**src/rtl/adtq_pkg.sv**
```systemverilog
// adtq_pkg: shared types, codes and constants of the deadline timer queue
// depends on nothing
package adtq_pkg;

    localparam int SLOT_COUNT_DEF       = 16;
    localparam int ENTRIES_PER_SLOT_DEF = 4;
    localparam int TAG_BITS_DEF         = 16;
    localparam int MAX_RESULTS          = 64;
    localparam logic [63:0] ALL_ONES    = 64'hFFFF_FFFF_FFFF_FFFF;

    typedef enum logic [1:0] {
        CMD_INSERT = 2'd0,
        CMD_CANCEL = 2'd1,
        CMD_TICK   = 2'd2,
        CMD_QUERY  = 2'd3
    } cmd_t;

    typedef enum logic [2:0] {
        KIND_REGISTERED = 3'd0,
        KIND_FIRED      = 3'd1,
        KIND_CANCELED   = 3'd2,
        KIND_NEXT       = 3'd3,
        KIND_NONE_DUE   = 3'd4,
        KIND_FULL       = 3'd5
    } kind_t;

    typedef enum logic [3:0] {
        ST_IDLE,
        ST_DIV,
        ST_ROUND,
        ST_SCAN,
        ST_INSERT,
        ST_CANCEL,
        ST_TSCAN,
        ST_TCHK,
        ST_TEMIT,
        ST_TFREE,
        ST_OUT
    } state_t;

    typedef struct packed {
        logic load;
        logic div_start;
        logic round;
        logic scan_start;
        logic scan_step;
        logic do_insert;
        logic do_cancel;
        logic emit_step;
        logic free_slot;
        logic out_set;
        logic [2:0] out_kind;
        logic out_last;
    } ctrl_t;

    typedef struct packed {
        logic [1:0] in_cmd;
        logic [1:0] cmd;
        logic div_done;
        logic scan_done;
        logic best_valid;
        logic best_due;
        logic emit_done;
        logic emit_live;
        logic emitted_any;
        logic out_busy;
    } stat_t;

endpackage

```
**src/rtl/adtq_if.sv**
```systemverilog
// adtq_if: valid/ready channel interfaces
// depends on nothing
interface adtq_in_if;
    logic        valid;
    logic        ready;
    logic [1:0]  command;
    logic [63:0] span;
    logic [63:0] now;
    logic [15:0] handle;
    logic [63:0] cancel_time;
    logic [2:0]  cancel_id;
    modport source (output valid, command, span, now, handle, cancel_time, cancel_id,
                    input ready);
    modport sink (input valid, command, span, now, handle, cancel_time, cancel_id,
                  output ready);
endinterface

interface adtq_out_if;
    logic        valid;
    logic        ready;
    logic [2:0]  kind;
    logic [63:0] deadline;
    logic [2:0]  entry_id;
    logic [15:0] fired_handle;
    logic        last;
    modport source (output valid, kind, deadline, entry_id, fired_handle, last,
                    input ready);
    modport sink (input valid, kind, deadline, entry_id, fired_handle, last,
                  output ready);
endinterface

interface adtq_cfg_if;
    logic        valid;
    logic        ready;
    logic [31:0] data;
    modport source (output valid, data, input ready);
    modport sink (input valid, data, output ready);
endinterface

```
**src/rtl/aligned_deadline_timer_queue.sv**
```systemverilog
// aligned_deadline_timer_queue: top level of the deadline timer queue
// accept to result word: insert runs divide, round, slot scan and store in that order,
// cancel and query run a slot scan and then a decide step
// tick: slot scan, then for each due slot an emit pass over its entries and a slot free, then a closing scan
// one command at a time, next accepted on return to idle after its last word, plus output stalls
// reset clears control state, slot and live marks; depends on adtq_pkg, adtq_if, adtq_ctrl, adtq_dp
module aligned_deadline_timer_queue #(
    parameter int SLOT_COUNT       = adtq_pkg::SLOT_COUNT_DEF,
    parameter int ENTRIES_PER_SLOT = adtq_pkg::ENTRIES_PER_SLOT_DEF,
    parameter int TAG_BITS         = adtq_pkg::TAG_BITS_DEF
) (
    input  logic  clk,
    input  logic  rst_n,
    adtq_in_if.sink    in_ch,
    adtq_out_if.source out_ch,
    adtq_cfg_if.sink   cfg
);
    import adtq_pkg::*;

    ctrl_t ctrl;
    stat_t stat;

    assign cfg.ready = 1'b1;

    adtq_ctrl u_ctrl (
        .clk      (clk),
        .rst_n    (rst_n),
        .in_valid (in_ch.valid),
        .in_ready (in_ch.ready),
        .stat     (stat),
        .ctrl     (ctrl)
    );

    adtq_dp #(
        .SLOT_COUNT       (SLOT_COUNT),
        .ENTRIES_PER_SLOT (ENTRIES_PER_SLOT),
        .TAG_BITS         (TAG_BITS)
    ) u_dp (
        .clk          (clk),
        .rst_n        (rst_n),
        .command      (in_ch.command),
        .span         (in_ch.span),
        .now          (in_ch.now),
        .handle       (in_ch.handle),
        .cancel_time  (in_ch.cancel_time),
        .cancel_id    (in_ch.cancel_id),
        .cfg_valid    (cfg.valid),
        .cfg_data     (cfg.data),
        .out_ready    (out_ch.ready),
        .out_valid    (out_ch.valid),
        .kind         (out_ch.kind),
        .deadline     (out_ch.deadline),
        .entry_id     (out_ch.entry_id),
        .fired_handle (out_ch.fired_handle),
        .last         (out_ch.last),
        .ctrl         (ctrl),
        .stat         (stat)
    );
endmodule

```
**src/rtl/adtq_ctrl.sv**
```systemverilog
// adtq_ctrl: command sequencer of the deadline timer queue
// depends on adtq_pkg
module adtq_ctrl (
    input  logic            clk,
    input  logic            rst_n,
    input  logic            in_valid,
    output logic            in_ready,
    input  adtq_pkg::stat_t stat,
    output adtq_pkg::ctrl_t ctrl
);
    import adtq_pkg::*;

    state_t state_reg, state_next;
    state_t ret_reg, ret_next;

    always_ff @(posedge clk or negedge rst_n)
    begin
        if (!rst_n)
        begin
            state_reg <= ST_IDLE;
            ret_reg   <= ST_IDLE;
        end
        else
        begin
            state_reg <= state_next;
            ret_reg   <= ret_next;
        end
    end

    always_comb
    begin
        state_next = state_reg;
        ret_next   = ret_reg;
        ctrl       = '0;
        in_ready   = 1'b0;
        unique case (state_reg)
            ST_IDLE:
            begin
                in_ready = 1'b1;
                if (in_valid)
                begin
                    ctrl.load = 1'b1;
                    unique case (stat.in_cmd)
                        CMD_INSERT:
                        begin
                            ctrl.div_start = 1'b1;
                            state_next = ST_DIV;
                        end
                        CMD_CANCEL:
                        begin
                            ctrl.scan_start = 1'b1;
                            state_next = ST_SCAN;
                        end
                        default:
                        begin
                            ctrl.scan_start = 1'b1;
                            state_next = ST_TSCAN;
                        end
                    endcase
                end
            end
            ST_DIV:
                if (stat.div_done)
                    state_next = ST_ROUND;
            ST_ROUND:
            begin
                ctrl.round = 1'b1;
                ctrl.scan_start = 1'b1;
                state_next = ST_SCAN;
            end
            ST_SCAN:
            begin
                ctrl.scan_step = 1'b1;
                if (stat.scan_done)
                    state_next = (stat.cmd == CMD_INSERT) ? ST_INSERT : ST_CANCEL;
            end
            ST_INSERT:
                if (!stat.out_busy)
                begin
                    ctrl.do_insert = 1'b1;
                    ctrl.out_set = 1'b1;
                    ctrl.out_last = 1'b1;
                    ret_next = ST_IDLE;
                    state_next = ST_OUT;
                end
            ST_CANCEL:
                if (!stat.out_busy)
                begin
                    ctrl.do_cancel = 1'b1;
                    ctrl.out_set = 1'b1;
                    ctrl.out_kind = KIND_CANCELED;
                    ctrl.out_last = 1'b1;
                    ret_next = ST_IDLE;
                    state_next = ST_OUT;
                end
            ST_TSCAN:
            begin
                ctrl.scan_step = 1'b1;
                if (stat.scan_done)
                    state_next = ST_TCHK;
            end
            ST_TCHK:
                if (!stat.out_busy)
                begin
                    if (stat.cmd == CMD_QUERY)
                    begin
                        ctrl.out_set = 1'b1;
                        ctrl.out_kind = KIND_NEXT;
                        ctrl.out_last = 1'b1;
                        ret_next = ST_IDLE;
                        state_next = ST_OUT;
                    end
                    else if (stat.best_valid && stat.best_due)
                        state_next = ST_TEMIT;
                    else if (stat.emitted_any)
                    begin
                        ctrl.out_set = 1'b1;
                        ctrl.out_kind = KIND_FIRED;
                        ctrl.out_last = 1'b1;
                        ret_next = ST_IDLE;
                        state_next = ST_OUT;
                    end
                    else
                    begin
                        ctrl.out_set = 1'b1;
                        ctrl.out_kind = KIND_NONE_DUE;
                        ctrl.out_last = 1'b1;
                        ret_next = ST_IDLE;
                        state_next = ST_OUT;
                    end
                end
            ST_TEMIT:
                if (!stat.out_busy)
                begin
                    if (stat.emit_done)
                        state_next = ST_TFREE;
                    else
                    begin
                        ctrl.emit_step = 1'b1;
                        if (stat.emit_live)
                        begin
                            ctrl.out_set = 1'b1;
                            ctrl.out_kind = KIND_FIRED;
                        end
                    end
                end
            ST_TFREE:
            begin
                ctrl.free_slot = 1'b1;
                ctrl.scan_start = 1'b1;
                state_next = ST_TSCAN;
            end
            ST_OUT:
                if (!stat.out_busy)
                    state_next = ret_reg;
            default:
                state_next = ST_IDLE;
        endcase
    end
endmodule

```
**src/rtl/adtq_dp.sv**
```systemverilog
// adtq_dp: slot table, divider, scanner and output register
// depends on adtq_pkg
module adtq_dp #(
    parameter int SLOT_COUNT       = adtq_pkg::SLOT_COUNT_DEF,
    parameter int ENTRIES_PER_SLOT = adtq_pkg::ENTRIES_PER_SLOT_DEF,
    parameter int TAG_BITS         = adtq_pkg::TAG_BITS_DEF
) (
    input  logic            clk,
    input  logic            rst_n,
    input  logic [1:0]      command,
    input  logic [63:0]     span,
    input  logic [63:0]     now,
    input  logic [15:0]     handle,
    input  logic [63:0]     cancel_time,
    input  logic [2:0]      cancel_id,
    input  logic            cfg_valid,
    input  logic [31:0]     cfg_data,
    input  logic            out_ready,
    output logic            out_valid,
    output logic [2:0]      kind,
    output logic [63:0]     deadline,
    output logic [2:0]      entry_id,
    output logic [15:0]     fired_handle,
    output logic            last,
    input  adtq_pkg::ctrl_t ctrl,
    output adtq_pkg::stat_t stat
);
    import adtq_pkg::*;

    localparam int SW = (SLOT_COUNT > 1) ? $clog2(SLOT_COUNT) : 1;
    localparam int EW = (ENTRIES_PER_SLOT > 1) ? $clog2(ENTRIES_PER_SLOT) : 1;
    localparam int FW = $clog2(ENTRIES_PER_SLOT + 1);
    localparam int CW = $clog2(SLOT_COUNT + 1);
    localparam int NT = SLOT_COUNT * ENTRIES_PER_SLOT;
    localparam int NW = (NT > 1) ? $clog2(NT) : 1;
    localparam int TW = (TAG_BITS < 16) ? TAG_BITS : 16;

    logic [31:0]   prec_reg;
    logic [1:0]    cmd_reg;
    logic [63:0]   now_reg, key_reg;
    logic [2:0]    cid_reg;
    logic [TW-1:0] hnd_reg;
    logic          noround_reg;

    logic [63:0] slot_deadline [SLOT_COUNT];
    logic [SLOT_COUNT-1:0] slot_used_reg;
    logic [FW-1:0] slot_fill_reg [SLOT_COUNT];
    logic [TW-1:0] entry_tag [NT];
    logic [NT-1:0] entry_live_reg;

    // restoring divider, one quotient bit a cycle
    logic [63:0] quo_reg, rem_reg;
    logic [6:0]  dcnt_reg;
    logic [32:0] rtrial;
    logic [63:0] p64;
    assign p64 = {32'd0, (prec_reg == 32'd0) ? 32'd1 : prec_reg};

    // scanner
    logic [CW-1:0] sidx_reg;
    logic          match_reg, free_reg, best_v_reg;
    logic [SW-1:0] match_s_reg, free_s_reg, best_s_reg;
    logic [63:0]   best_d_reg;
    logic [SW-1:0] si;
    assign si = sidx_reg[SW-1:0];

    logic [FW-1:0] eidx_reg;
    logic          any_reg;

    logic [64:0] sum;
    logic [63:0] dl_sat;
    assign sum    = {1'b0, span} + {1'b0, now};
    assign dl_sat = sum[64] ? ALL_ONES : sum[63:0];

    // dividend minus remainder: deadline rounded up to a multiple of precision
    logic [63:0] rounded;
    assign rounded = key_reg + (p64 - 64'd1 - rem_reg);

    logic [SW-1:0] ins_s;
    logic          ins_ok;
    logic [FW-1:0] ins_fill;
    assign ins_s    = match_reg ? match_s_reg : free_s_reg;
    assign ins_ok   = match_reg ? (slot_fill_reg[match_s_reg] < FW'(ENTRIES_PER_SLOT))
                                : free_reg;
    assign ins_fill = match_reg ? slot_fill_reg[match_s_reg] : '0;

    logic [EW-1:0] ei;
    assign ei = eidx_reg[EW-1:0];
    logic [NW-1:0] ins_addr, cnl_addr, emit_addr;
    assign ins_addr  = NW'(ins_s) * NW'(ENTRIES_PER_SLOT) + NW'(ins_fill);
    assign cnl_addr  = NW'(match_s_reg) * NW'(ENTRIES_PER_SLOT) + NW'(cid_reg - 3'd1);
    assign emit_addr = NW'(best_s_reg) * NW'(ENTRIES_PER_SLOT) + NW'(ei);

    assign stat.in_cmd      = command;
    assign stat.cmd         = cmd_reg;
    assign stat.div_done    = (dcnt_reg == 7'd0);
    assign stat.scan_done   = (sidx_reg == CW'(SLOT_COUNT - 1));
    assign stat.best_valid  = best_v_reg;
    assign stat.best_due    = (best_d_reg <= now_reg);
    assign stat.emit_done   = (eidx_reg >= slot_fill_reg[best_s_reg]);
    assign stat.emit_live   = entry_live_reg[emit_addr];
    assign stat.emitted_any = any_reg;
    assign stat.out_busy    = out_valid && !out_ready;

    always_ff @(posedge clk or negedge rst_n)
    begin
        if (!rst_n)
            prec_reg <= 32'd1;
        else if (cfg_valid)
            prec_reg <= cfg_data;
    end

    always_comb
    begin
        rtrial = {rem_reg[31:0], quo_reg[63]} - {1'b0, p64[31:0]};
    end

    always_ff @(posedge clk)
    begin
        if (ctrl.load)
        begin
            cmd_reg <= command;
            now_reg <= now;
            cid_reg <= cancel_id;
            hnd_reg <= handle[TW-1:0];
            key_reg <= (command == CMD_INSERT) ? dl_sat : cancel_time;
        end
        if (ctrl.div_start)
        begin
            quo_reg  <= dl_sat - 64'd1 + p64;
            rem_reg  <= '0;
            dcnt_reg <= 7'd64;
            noround_reg <= (ALL_ONES - dl_sat) < (p64 - 64'd1);
            // dividend is dl + p - 1, only its remainder is kept for rounding
        end
        else if (dcnt_reg != 7'd0)
        begin
            dcnt_reg <= dcnt_reg - 7'd1;
            if (!rtrial[32])
            begin
                rem_reg <= {32'd0, rtrial[31:0]};
                quo_reg <= {quo_reg[62:0], 1'b1};
            end
            else
            begin
                rem_reg <= {rem_reg[62:0], quo_reg[63]};
                quo_reg <= {quo_reg[62:0], 1'b0};
            end
        end
        if (ctrl.round && !noround_reg)
            key_reg <= rounded;
        if (ctrl.scan_start)
        begin
            sidx_reg   <= '0;
            match_reg  <= 1'b0;
            free_reg   <= 1'b0;
            best_v_reg <= 1'b0;
            best_d_reg <= ALL_ONES;
            eidx_reg   <= '0;
        end
        else if (ctrl.scan_step)
        begin
            if (!stat.scan_done)
                sidx_reg <= sidx_reg + CW'(1);
            if (slot_used_reg[si] && slot_deadline[si] == key_reg && !match_reg)
            begin
                match_reg   <= 1'b1;
                match_s_reg <= si;
            end
            if (!slot_used_reg[si] && !free_reg)
            begin
                free_reg   <= 1'b1;
                free_s_reg <= si;
            end
            if (slot_used_reg[si] && (!best_v_reg || slot_deadline[si] < best_d_reg))
            begin
                best_v_reg <= 1'b1;
                best_s_reg <= si;
                best_d_reg <= slot_deadline[si];
            end
        end
        if (ctrl.emit_step)
            eidx_reg <= eidx_reg + FW'(1);
        if (ctrl.do_insert && ins_ok)
        begin
            slot_deadline[ins_s] <= key_reg;
            entry_tag[ins_addr] <= hnd_reg;
        end
    end

    always_ff @(posedge clk or negedge rst_n)
    begin
        if (!rst_n)
        begin
            slot_used_reg  <= '0;
            entry_live_reg <= '0;
            any_reg        <= 1'b0;
            for (int s = 0; s < SLOT_COUNT; s++)
                slot_fill_reg[s] <= '0;
        end
        else
        begin
            if (ctrl.load)
                any_reg <= 1'b0;
            if (ctrl.emit_step && stat.emit_live)
                any_reg <= 1'b1;
            if (ctrl.do_insert && ins_ok)
            begin
                slot_used_reg[ins_s] <= 1'b1;
                slot_fill_reg[ins_s] <= ins_fill + FW'(1);
                entry_live_reg[ins_addr] <= 1'b1;
            end
            if (ctrl.do_cancel && match_reg && cid_reg != 3'd0
                && 8'(cid_reg) <= 8'(slot_fill_reg[match_s_reg]))
                entry_live_reg[cnl_addr] <= 1'b0;
            if (ctrl.free_slot)
            begin
                slot_used_reg[best_s_reg] <= 1'b0;
                slot_fill_reg[best_s_reg] <= '0;
                for (int e = 0; e < ENTRIES_PER_SLOT; e++)
                    entry_live_reg[NW'(best_s_reg) * NW'(ENTRIES_PER_SLOT) + NW'(e)] <= 1'b0;
            end
        end
    end

    // output register; fired words are held back one step so last can be set
    logic       pend_reg;
    logic [63:0] pd_reg;
    logic [2:0]  pid_reg;
    logic [15:0] ph_reg;

    always_ff @(posedge clk or negedge rst_n)
    begin
        if (!rst_n)
        begin
            out_valid <= 1'b0;
            pend_reg  <= 1'b0;
        end
        else
        begin
            if (out_valid && out_ready)
                out_valid <= 1'b0;
            if (ctrl.out_set)
            begin
                if (ctrl.out_kind == KIND_FIRED && !ctrl.out_last)
                begin
                    pend_reg <= 1'b1;
                    if (pend_reg)
                        out_valid <= 1'b1;
                end
                else if (ctrl.out_kind == KIND_FIRED)
                begin
                    pend_reg  <= 1'b0;
                    out_valid <= 1'b1;
                end
                else
                    out_valid <= 1'b1;
            end
        end
    end

    always_ff @(posedge clk)
    begin
        if (ctrl.out_set)
        begin
            if (ctrl.out_kind == KIND_FIRED && !ctrl.out_last)
            begin
                pd_reg  <= best_d_reg;
                pid_reg <= 3'(eidx_reg + FW'(1));
                ph_reg  <= 16'(entry_tag[emit_addr]);
                kind         <= KIND_FIRED;
                deadline     <= pd_reg;
                entry_id     <= pid_reg;
                fired_handle <= ph_reg;
                last         <= 1'b0;
            end
            else if (ctrl.out_kind == KIND_FIRED)
            begin
                kind         <= KIND_FIRED;
                deadline     <= pd_reg;
                entry_id     <= pid_reg;
                fired_handle <= ph_reg;
                last         <= 1'b1;
            end
            else
            begin
                kind         <= (cmd_reg == CMD_INSERT && !ins_ok) ? KIND_FULL
                              : ctrl.out_kind;
                deadline     <= (cmd_reg == CMD_INSERT) ? key_reg
                              : (ctrl.out_kind == KIND_NEXT) ? best_d_reg : 64'd0;
                entry_id     <= (cmd_reg == CMD_INSERT && ins_ok) ? 3'(ins_fill + FW'(1))
                              : 3'd0;
                fired_handle <= 16'd0;
                last         <= ctrl.out_last;
            end
        end
    end

    unused_rounded: assert property (@(posedge clk) disable iff (!rst_n)
        ctrl.round |-> (noround_reg || rounded >= key_reg))
        else $error("rounded deadline below raw deadline");
    out_hold: assert property (@(posedge clk) disable iff (!rst_n)
        (out_valid && !out_ready) |=> out_valid && $stable(kind))
        else $error("output word changed while stalled");
    ins_busy: assert property (@(posedge clk) disable iff (!rst_n)
        ctrl.out_set |-> !(out_valid && !out_ready))
        else $error("output overwritten while stalled");
    div_count: assert property (@(posedge clk) disable iff (!rst_n)
        ctrl.round |-> dcnt_reg == 7'd0)
        else $error("round before divide finished");
endmodule
```
**src/flat_wrapper.sv**
```systemverilog
// flat-port wrapper written by rule: the top's interface ports become plain ports
module aligned_deadline_timer_queue_flat import adtq_pkg::*;
#(
    parameter int SLOT_COUNT       = adtq_pkg::SLOT_COUNT_DEF,
    parameter int ENTRIES_PER_SLOT = adtq_pkg::ENTRIES_PER_SLOT_DEF,
    parameter int TAG_BITS         = adtq_pkg::TAG_BITS_DEF
)
  (clk, rst_n, in_ch_valid, in_ch_command, in_ch_span, in_ch_now, in_ch_handle, in_ch_cancel_time, in_ch_cancel_id, in_ch_ready, out_ch_valid, out_ch_kind, out_ch_deadline, out_ch_entry_id, out_ch_fired_handle, out_ch_last, out_ch_ready, cfg_valid, cfg_data, cfg_ready);
  adtq_in_if in_ch_i ();
  adtq_out_if out_ch_i ();
  adtq_cfg_if cfg_i ();
  input  logic clk;
  input  logic rst_n;
  input wire logic [$bits(in_ch_i.valid)-1:0] in_ch_valid;
  input wire logic [$bits(in_ch_i.command)-1:0] in_ch_command;
  input wire logic [$bits(in_ch_i.span)-1:0] in_ch_span;
  input wire logic [$bits(in_ch_i.now)-1:0] in_ch_now;
  input wire logic [$bits(in_ch_i.handle)-1:0] in_ch_handle;
  input wire logic [$bits(in_ch_i.cancel_time)-1:0] in_ch_cancel_time;
  input wire logic [$bits(in_ch_i.cancel_id)-1:0] in_ch_cancel_id;
  output wire logic [$bits(in_ch_i.ready)-1:0] in_ch_ready;
  output wire logic [$bits(out_ch_i.valid)-1:0] out_ch_valid;
  output wire logic [$bits(out_ch_i.kind)-1:0] out_ch_kind;
  output wire logic [$bits(out_ch_i.deadline)-1:0] out_ch_deadline;
  output wire logic [$bits(out_ch_i.entry_id)-1:0] out_ch_entry_id;
  output wire logic [$bits(out_ch_i.fired_handle)-1:0] out_ch_fired_handle;
  output wire logic [$bits(out_ch_i.last)-1:0] out_ch_last;
  input wire logic [$bits(out_ch_i.ready)-1:0] out_ch_ready;
  input wire logic [$bits(cfg_i.valid)-1:0] cfg_valid;
  input wire logic [$bits(cfg_i.data)-1:0] cfg_data;
  output wire logic [$bits(cfg_i.ready)-1:0] cfg_ready;
  assign in_ch_i.valid = in_ch_valid;
  assign in_ch_i.command = in_ch_command;
  assign in_ch_i.span = in_ch_span;
  assign in_ch_i.now = in_ch_now;
  assign in_ch_i.handle = in_ch_handle;
  assign in_ch_i.cancel_time = in_ch_cancel_time;
  assign in_ch_i.cancel_id = in_ch_cancel_id;
  assign in_ch_ready = in_ch_i.ready;
  assign out_ch_valid = out_ch_i.valid;
  assign out_ch_kind = out_ch_i.kind;
  assign out_ch_deadline = out_ch_i.deadline;
  assign out_ch_entry_id = out_ch_i.entry_id;
  assign out_ch_fired_handle = out_ch_i.fired_handle;
  assign out_ch_last = out_ch_i.last;
  assign out_ch_i.ready = out_ch_ready;
  assign cfg_i.valid = cfg_valid;
  assign cfg_i.data = cfg_data;
  assign cfg_ready = cfg_i.ready;
  aligned_deadline_timer_queue #(.SLOT_COUNT(SLOT_COUNT), .ENTRIES_PER_SLOT(ENTRIES_PER_SLOT), .TAG_BITS(TAG_BITS)) u_core (.clk(clk), .rst_n(rst_n), .in_ch(in_ch_i), .out_ch(out_ch_i), .cfg(cfg_i));
endmodule
```
**config.mk**
```make
export PLATFORM = sky130hd
export DESIGN_NAME = aligned_deadline_timer_queue_flat
export DESIGN_NICKNAME = d
export VERILOG_FILES = /design/src/rtl/adtq_pkg.sv /design/src/rtl/adtq_if.sv /design/src/rtl/aligned_deadline_timer_queue.sv /design/src/rtl/adtq_ctrl.sv /design/src/rtl/adtq_dp.sv /design/src/flat_wrapper.sv
export SDC_FILE = /design/constraint.sdc
export NUM_CORES = 2
export LEC_CHECK = 0
export BUFFER_PORTS_ARGS = -buffer_cell sky130_fd_sc_hd__buf_4
export CAP_MARGIN = 20
export CORE_UTILIZATION = 30
export CTS_CLUSTER_DIAMETER = 150
export DETAILED_ROUTE_END_ITERATION = 10
export GPL_TIMING_DRIVEN = 0
export PLACE_DENSITY = 0.42
export SKIP_CTS_REPAIR_TIMING = 1
export SLEW_MARGIN = 20
export SYNTH_ARGS = -nofsm -noshare
export SYNTH_HDL_FRONTEND = slang
export SYNTH_SLANG_ARGS = --single-unit
```
**constraint.sdc**
```tcl
create_clock -name clk -period 9.1 [get_ports clk]
set_input_delay 0.91 -clock clk [delete_from_list [all_inputs] [get_ports clk]]
set_output_delay 0.91 -clock clk [all_outputs]
set_load 0.005 [all_outputs]
```
Word-level counts from Yosys, hierarchy flattened
Memories as Yosys holds them, arrays and structs flattened. A register that Yosys moved wholly into a read port is not among the register bits.
Cells that the tools add are included.
{"block": "word_totals", "ff_bits": 697, "ramBits": 2048, "in_bits": 250, "out_inout_bits": 90, "elab_cells": 332, "mem_count": 2}
{"name": "u_core.u_dp.entry_tag", "words": 64, "width": 16, "read_ports": 1, "rd_ports_with_merged_regs": 1, "wr": 1, "line": "adtq_dp.sv:48", "source": "logic [TW-1:0] entry_tag [NT];"}
{"name": "u_core.u_dp.slot_deadline", "words": 16, "width": 64, "read_ports": 1, "rd_ports_with_merged_regs": 1, "wr": 1, "line": "adtq_dp.sv:45", "source": "logic [63:0] slot_deadline [SLOT_COUNT];"}
{"block": "classes", "add_sub_neg": 19, "order_cmp": 29, "n_eq_ne": 26, "n_mux": 121, "bitwise": 21, "n_reduce_logical": 64}
{"operator": "$mux 64", "n": 14}
{"operator": "$and 64x64->64", "n": 5}
{"operator": "$not 64->64", "n": 4}
{"operator": "$lt 64x64->1", "n": 2}
{"operator": "$mux 48", "n": 2}
{"operator": "$mux 4", "n": 20}
{"operator": "$add 64x64->65", "n": 1}
{"operator": "$add 64x32->64", "n": 1}
{"operator": "$add 64x64->64", "n": 1}
{"operator": "$eq 64x64->1", "n": 1}
{"operator": "$le 64x64->1", "n": 1}
{"operator": "$mux 16", "n": 4}
{"operator": "$not 61->64", "n": 1}
{"operator": "$or 64x64->64", "n": 1}
{"operator": "$sub 64x1->64 const B", "n": 1}
{"operator": "$sub 64x64->64", "n": 1}
{"operator": "$sub 64x64->64 const A", "n": 1}
{"operator": "$lt 6x7->1 const B", "n": 7}
{"operator": "$and 48x48->48", "n": 1}
{"operator": "$bwmux 48", "n": 1}
{"operator": "$not 48->48", "n": 1}
{"operator": "$pmux 4 s10", "n": 1}
{"operator": "$mux 3", "n": 13}
{"operator": "$mux 1", "n": 37}
{"operator": "67 further kinds", "n": 158}

Logic depth before layout (Yosys ltp)
{"block": "logic_depth", "depth_word": 19, "depth_mapped": 31, "mapped_depth_nobuf": 30}

By module
A second synthesis with hierarchy kept.
{"block": "hier_totals", "hier_cells": 8247, "area_unflattened_um2": 127383.4}
{"mod": "adtq_dp", "instances": 1, "cells_each": 8174, "area_each_um2": 126859.2, "seq_area_each_um2": 80503.5}
{"mod": "adtq_ctrl", "instances": 1, "cells_each": 71, "area_each_um2": 513.0, "seq_area_each_um2": 100.1}
{"mod": "aligned_deadline_timer_queue", "instances": 1, "cells_each": 2, "area_each_um2": 11.3, "seq_area_each_um2": 0.0}

Worst setup path after synthesis
Ideal clock, no wire load.
{"block": "synth_path", "path_kind": "reg-to-reg", "start": "register u_core.u_dp.prec_reg[9]", "end": "register u_core.u_dp.key_reg[60], data pin", "setup_ps": 259, "arrival_time_ps": 7851, "t_required_ps": 8841, "path_slack_ps": 990, "path_stages_with_launch": 30, "n_path_buf": 1, "period_less_slack_ps": 8110, "path_cell_list": "dfrtp_1 > or4_1 > nor4_1 > nand2_1 > nor3_1 > nor2_1 > ha_1 > nand2_1 > or2_2 > inv_1 > nand2_1 > or2_2 > inv_1 > nand2_1 > or3_1 > fa_1 > inv_1 > ha_1 > clkbuf_1 > nand4_1 > o21bai_1 > a21oi_1 > o2bb2ai_1 > or3_1 > a21oi_1 > o211ai_1 > a2111oi_0 > o21ai_0 > mux2i_1 > a211o_1"}
{"block": "synth_between", "elab_chain_len": 6}
{"item": "start: declaration", "line": "adtq_dp.sv:38", "source": "logic [31:0] prec_reg;"}
{"item": "start signal: assignment", "line": "adtq_dp.sv:109", "source": "prec_reg <= cfg_data;"}
{"item": "$logic_not 32->1", "line": "adtq_dp.sv:56", "source": "assign p64 = {32'd0, (prec_reg == 32'd0) ? 32'd1 : prec_reg};"}
{"item": "$mux 32 (*)", "line": "adtq_dp.sv:56"}
{"item": "$sub 32x1->33 (*)", "line": "adtq_dp.sv:76", "source": "assign rounded = key_reg + (p64 - 64'd1 - rem_reg);"}
{"item": "$sub 64x64->64 (*)", "line": "adtq_dp.sv:76"}
{"item": "$add 64x64->64 (*)", "line": "adtq_dp.sv:76"}
{"item": "$mux 64 (*)", "line": "adtq_dp.sv:149", "source": "if (ctrl.round && !noround_reg)"}
{"item": "end signal: assignment", "line": "adtq_dp.sv:125", "source": "key_reg <= (command == CMD_INSERT) ? dl_sat : cancel_time;"}
{"item": "end signal: assignment", "line": "adtq_dp.sv:150", "source": "key_reg <= rounded;"}
{"item": "end: declaration", "line": "adtq_dp.sv:40", "source": "logic [63:0] now_reg, key_reg;"}
Every way passes the cells marked *; elsewhere a longest branch is shown, timed or not.
A chain may end at the register's enable or synchronous reset.

Worst setup path after layout
{"block": "layout_path", "start": "input in_ch_now[0]", "end": "register u_core.u_dp.quo_reg[62], data pin"}
{"block": "layout_between", "elab_chain_len": 5}
{"item": "start: declaration", "line": "flat_wrapper.sv:17", "source": "input wire logic [$bits(in_ch_i.now)-1:0] in_ch_now;"}
{"item": "$add 64x64->65", "line": "adtq_dp.sv:71", "source": "assign sum = {1'b0, span} + {1'b0, now};"}
{"item": "$mux 64", "line": "adtq_dp.sv:72", "source": "assign dl_sat = sum[64] ? ALL_ONES : sum[63:0];"}
{"item": "$sub 64x1->64", "line": "adtq_dp.sv:129", "source": "quo_reg <= dl_sat - 64'd1 + p64;"}
{"item": "$add 64x32->64", "line": "adtq_dp.sv:129"}
{"item": "$mux 64", "line": "adtq_dp.sv:127", "source": "if (ctrl.div_start)"}
{"item": "end signal: assignment", "line": "adtq_dp.sv:129"}
{"item": "end signal: assignment", "line": "adtq_dp.sv:141", "source": "quo_reg <= {quo_reg[62:0], 1'b1};"}
{"item": "end signal: assignment", "line": "adtq_dp.sv:146", "source": "quo_reg <= {quo_reg[62:0], 1'b0};"}
{"item": "end: declaration", "line": "adtq_dp.sv:52", "source": "logic [63:0] quo_reg, rem_reg;"}
Every way passes these cells.

==> flow_summary.toml <==
[run_status]
status = "finished, final reports clean"

[global_routing]
grt_pass1_vias = 80600
antenna_found_initial = 21
grt_use_total_pct = 22.2
grt_pass1_wl_mm = 657
grt-ovfl-total = 0
grt_max_degree = 70

[yosys]
synth_seq_area_share_pct = 63.5
synthCells = 8234
dominantRegCellSynth = "edfxtp_1"
syn_avg_cell_area_um2 = 15.4
ys_warn_count = 0
ys_seq_elements = 2761
syn_nets = 9016
synth_edf_count = 2447
ys_types = 78
async_flop_share_pct = 6.05
synth_area_um2 = 127000

[routing]
vias = 78400
first_iter_violations = 7227
viasPerCell = 5.22
dr.pass1.iters = 6
wire_per_inst_um = 32.0
drc = 0
drt-total-wl_mm = 481
ant_nets = 0

[clock_network]
clkLatencyLatePin_ps = 980
cts_root_buffer = "clkbuf_16"
cts_buffer_depth = 4
h-tree-depth = 5
cts_tree = "done"
path_clk_slew_ps = 60
numCtsBuffers = 321
cts.sinks = 2761

[critical_path]
cpPeakStageDelay_ps = 550
crit_required_ps = 9690
endpoint_kind = "register"
path_max_fanout = 10
cp_top_family = "compound AO/OA/AOI/OAI gates"
ff2ff_setup_slack_ps = 300
cp_num_buf_inv = 4
slowest_stage = "a2111oi_4"
crit_top_cell = "ha_1"
crit_arrival_ps = 9440
worstSetupPathType = "primary input to register"
start_kind = "primary input"

[power_and_ir_drop]
netSwitchingFraction_pct = 35.2
p_int_mw = 28.5
seq_power_share_pct = 37.2
power.total_mw = 43.9
net-switching-power_mw = 15.5
peakVddDrop_mv = 0.153
pwr_density_cell_nw_per_um2 = 289
p_comb_share_pct = 33.3
clkPwrFrac_pct = 29.5
leakage_nw = 53.3

[placed_design]
io_buffer_count = 337
dpl.cell_count = 14400
place_congestion = 0.941
dp_hpwl_mm = 370

[floorplanning]
row_count = 238
die_width_um = 653
die_area_um2 = 426000
core_um2 = 421000
die_h_um = 653
initial_core_util_pct = 30.2
num_io_pins = 340

[timing]
min_period_over_period_pct = 97.3
skew_ps = 123
slew_violations = 0
hold_violations = 0
slew-limit-headroom_pct = 20.1
finalSetupTns_ps = 0
tightest_slew_ps = 1200
finalCriticalPeriod_ps = 8850
setup_viol = 0
timing.fmax_mhz = 113
rsz0062_at_grt = "yes"
holdWs_ps = 142

[cells_and_area]
mostFrequentLayoutCells = "edfxtp_1, mux4_2, inv_1, ha_1, nand2_1"
nNetsFinal = 9871
drive_above_1_share_pct = 21.5
reg_top3 = "u_core.u_dp.entry_tag (1024), u_core.u_dp.slot_deadline (1024)"
final_common_cell = "edfxtp_1"
finish.utilization_pct = 36.1
fillers = 40000
layout.cells.non_filler = 15000
area_growth_pct = 19.5

[flow_run]
maxCapViolCount = 0

[worst_hold_path]
hold_path.class = "primary input to register"
-- cell usage after synthesis (97+ instances only) --
cell,instances,share of area [%]
inv_1,508,1.5
dfxtp_1,147,2.3
clkbuf_1,253,0.75
dfrtp_1,166,3.3
nand4_1,97,0.48
mux4_2,710,13
a21o_1,200,1.2
xnor2_1,199,1.4
o21ai_0,384,1.5
a21oi_1,295,1.2
xor2_1,102,0.70
nor2_1,512,1.5
a31oi_1,106,0.52
edfxtp_1,2447,58
ha_1,465,4.6
nand2_1,456,1.3
-- worst register-to-register path: cells and delay by family, from the launching register on --
kind | cells | cell delay, ps
simple gates | 12 | 3270
compound gates | 8 | 2860
fa+ha+maj | 3 | 1230
buf+inv | 5 | 640
flops | 1 | 420
mux | 1 | 170
-- kinds of logic after synthesis --
kind of cell    share of synthesized area, %
xor+xnor                                2.08
fa+ha+maj                               5.64
simple gates                            5.37
buf+inv                                 2.72
mux                                     13.0
other cells                          0.00295
flops                                   63.5
compound gates                          7.73
-- stage by stage --
step	worst slack, ps	instance area (um2)
after floorplan	990	127000
after global placement	-6720	137000
after detailed placement	-1780	141000
after CTS	-870	152000
after global routing	-54.7	152000
final	246	152000
-- per-layer routing --
layer / share of wire, % / GRT usage [%]
met3: 3.9 / 2.02
met5: 0 / 0
met4: 5.3 / 10.1
met1: 41 / 27.7
met2: 50 / 38.8
-- area by class of cell --
class / instances / area [um2] / share of cell area (%)
Clock buffer: 410 / 8660 / 5.70
Multi-Input combinational cell: 4595 / 43700 / 28.8
Sequential cell: 2761 / 80600 / 53.1
Inverter: 509 / 1920 / 1.26
Tap cell: 5640 / 7060 / 4.65
Clock inverter: 177 / 1780 / 1.17
Buffer: 369 / 1620 / 1.06
Timing Repair Buffer: 532 / 6480 / 4.27
Antenna cell: 16 / 40.0 / 0.0264
-- path summary, 6_finish.rpt --
path	from	to	cells past startpoint
setup / recovery	in_ch_now[0]	u_core.u_dp.quo_reg[62]	29
hold / removal	in_ch_handle[8]	u_core.u_dp.hnd_reg[8]	1
setup reg to reg	u_core.u_dp.prec_reg[16]	u_core.u_dp.key_reg[60]	29
hold reg to reg	u_core.u_dp.dcnt_reg[6]	u_core.u_dp.dcnt_reg[6]	2
max in group asynchronous	rst_n	u_core.u_dp.prec_reg[0]	4
min in group asynchronous	rst_n	u_core.u_dp.slot_fill_reg[5]	2
-- power by group through the flow --
stage	clock, mW	sequential, mW	combinational (mW)
after floorplan	0	16.1	9.21
after global placement	0	16.9	14.1
after detailed placement	0	16.6	14.6
after CTS	13.2	16.4	14.7
after global routing	13.7	16.4	15.8
final	13.0	16.4	14.6
Note: power is estimated with default switching activity, not from simulation.
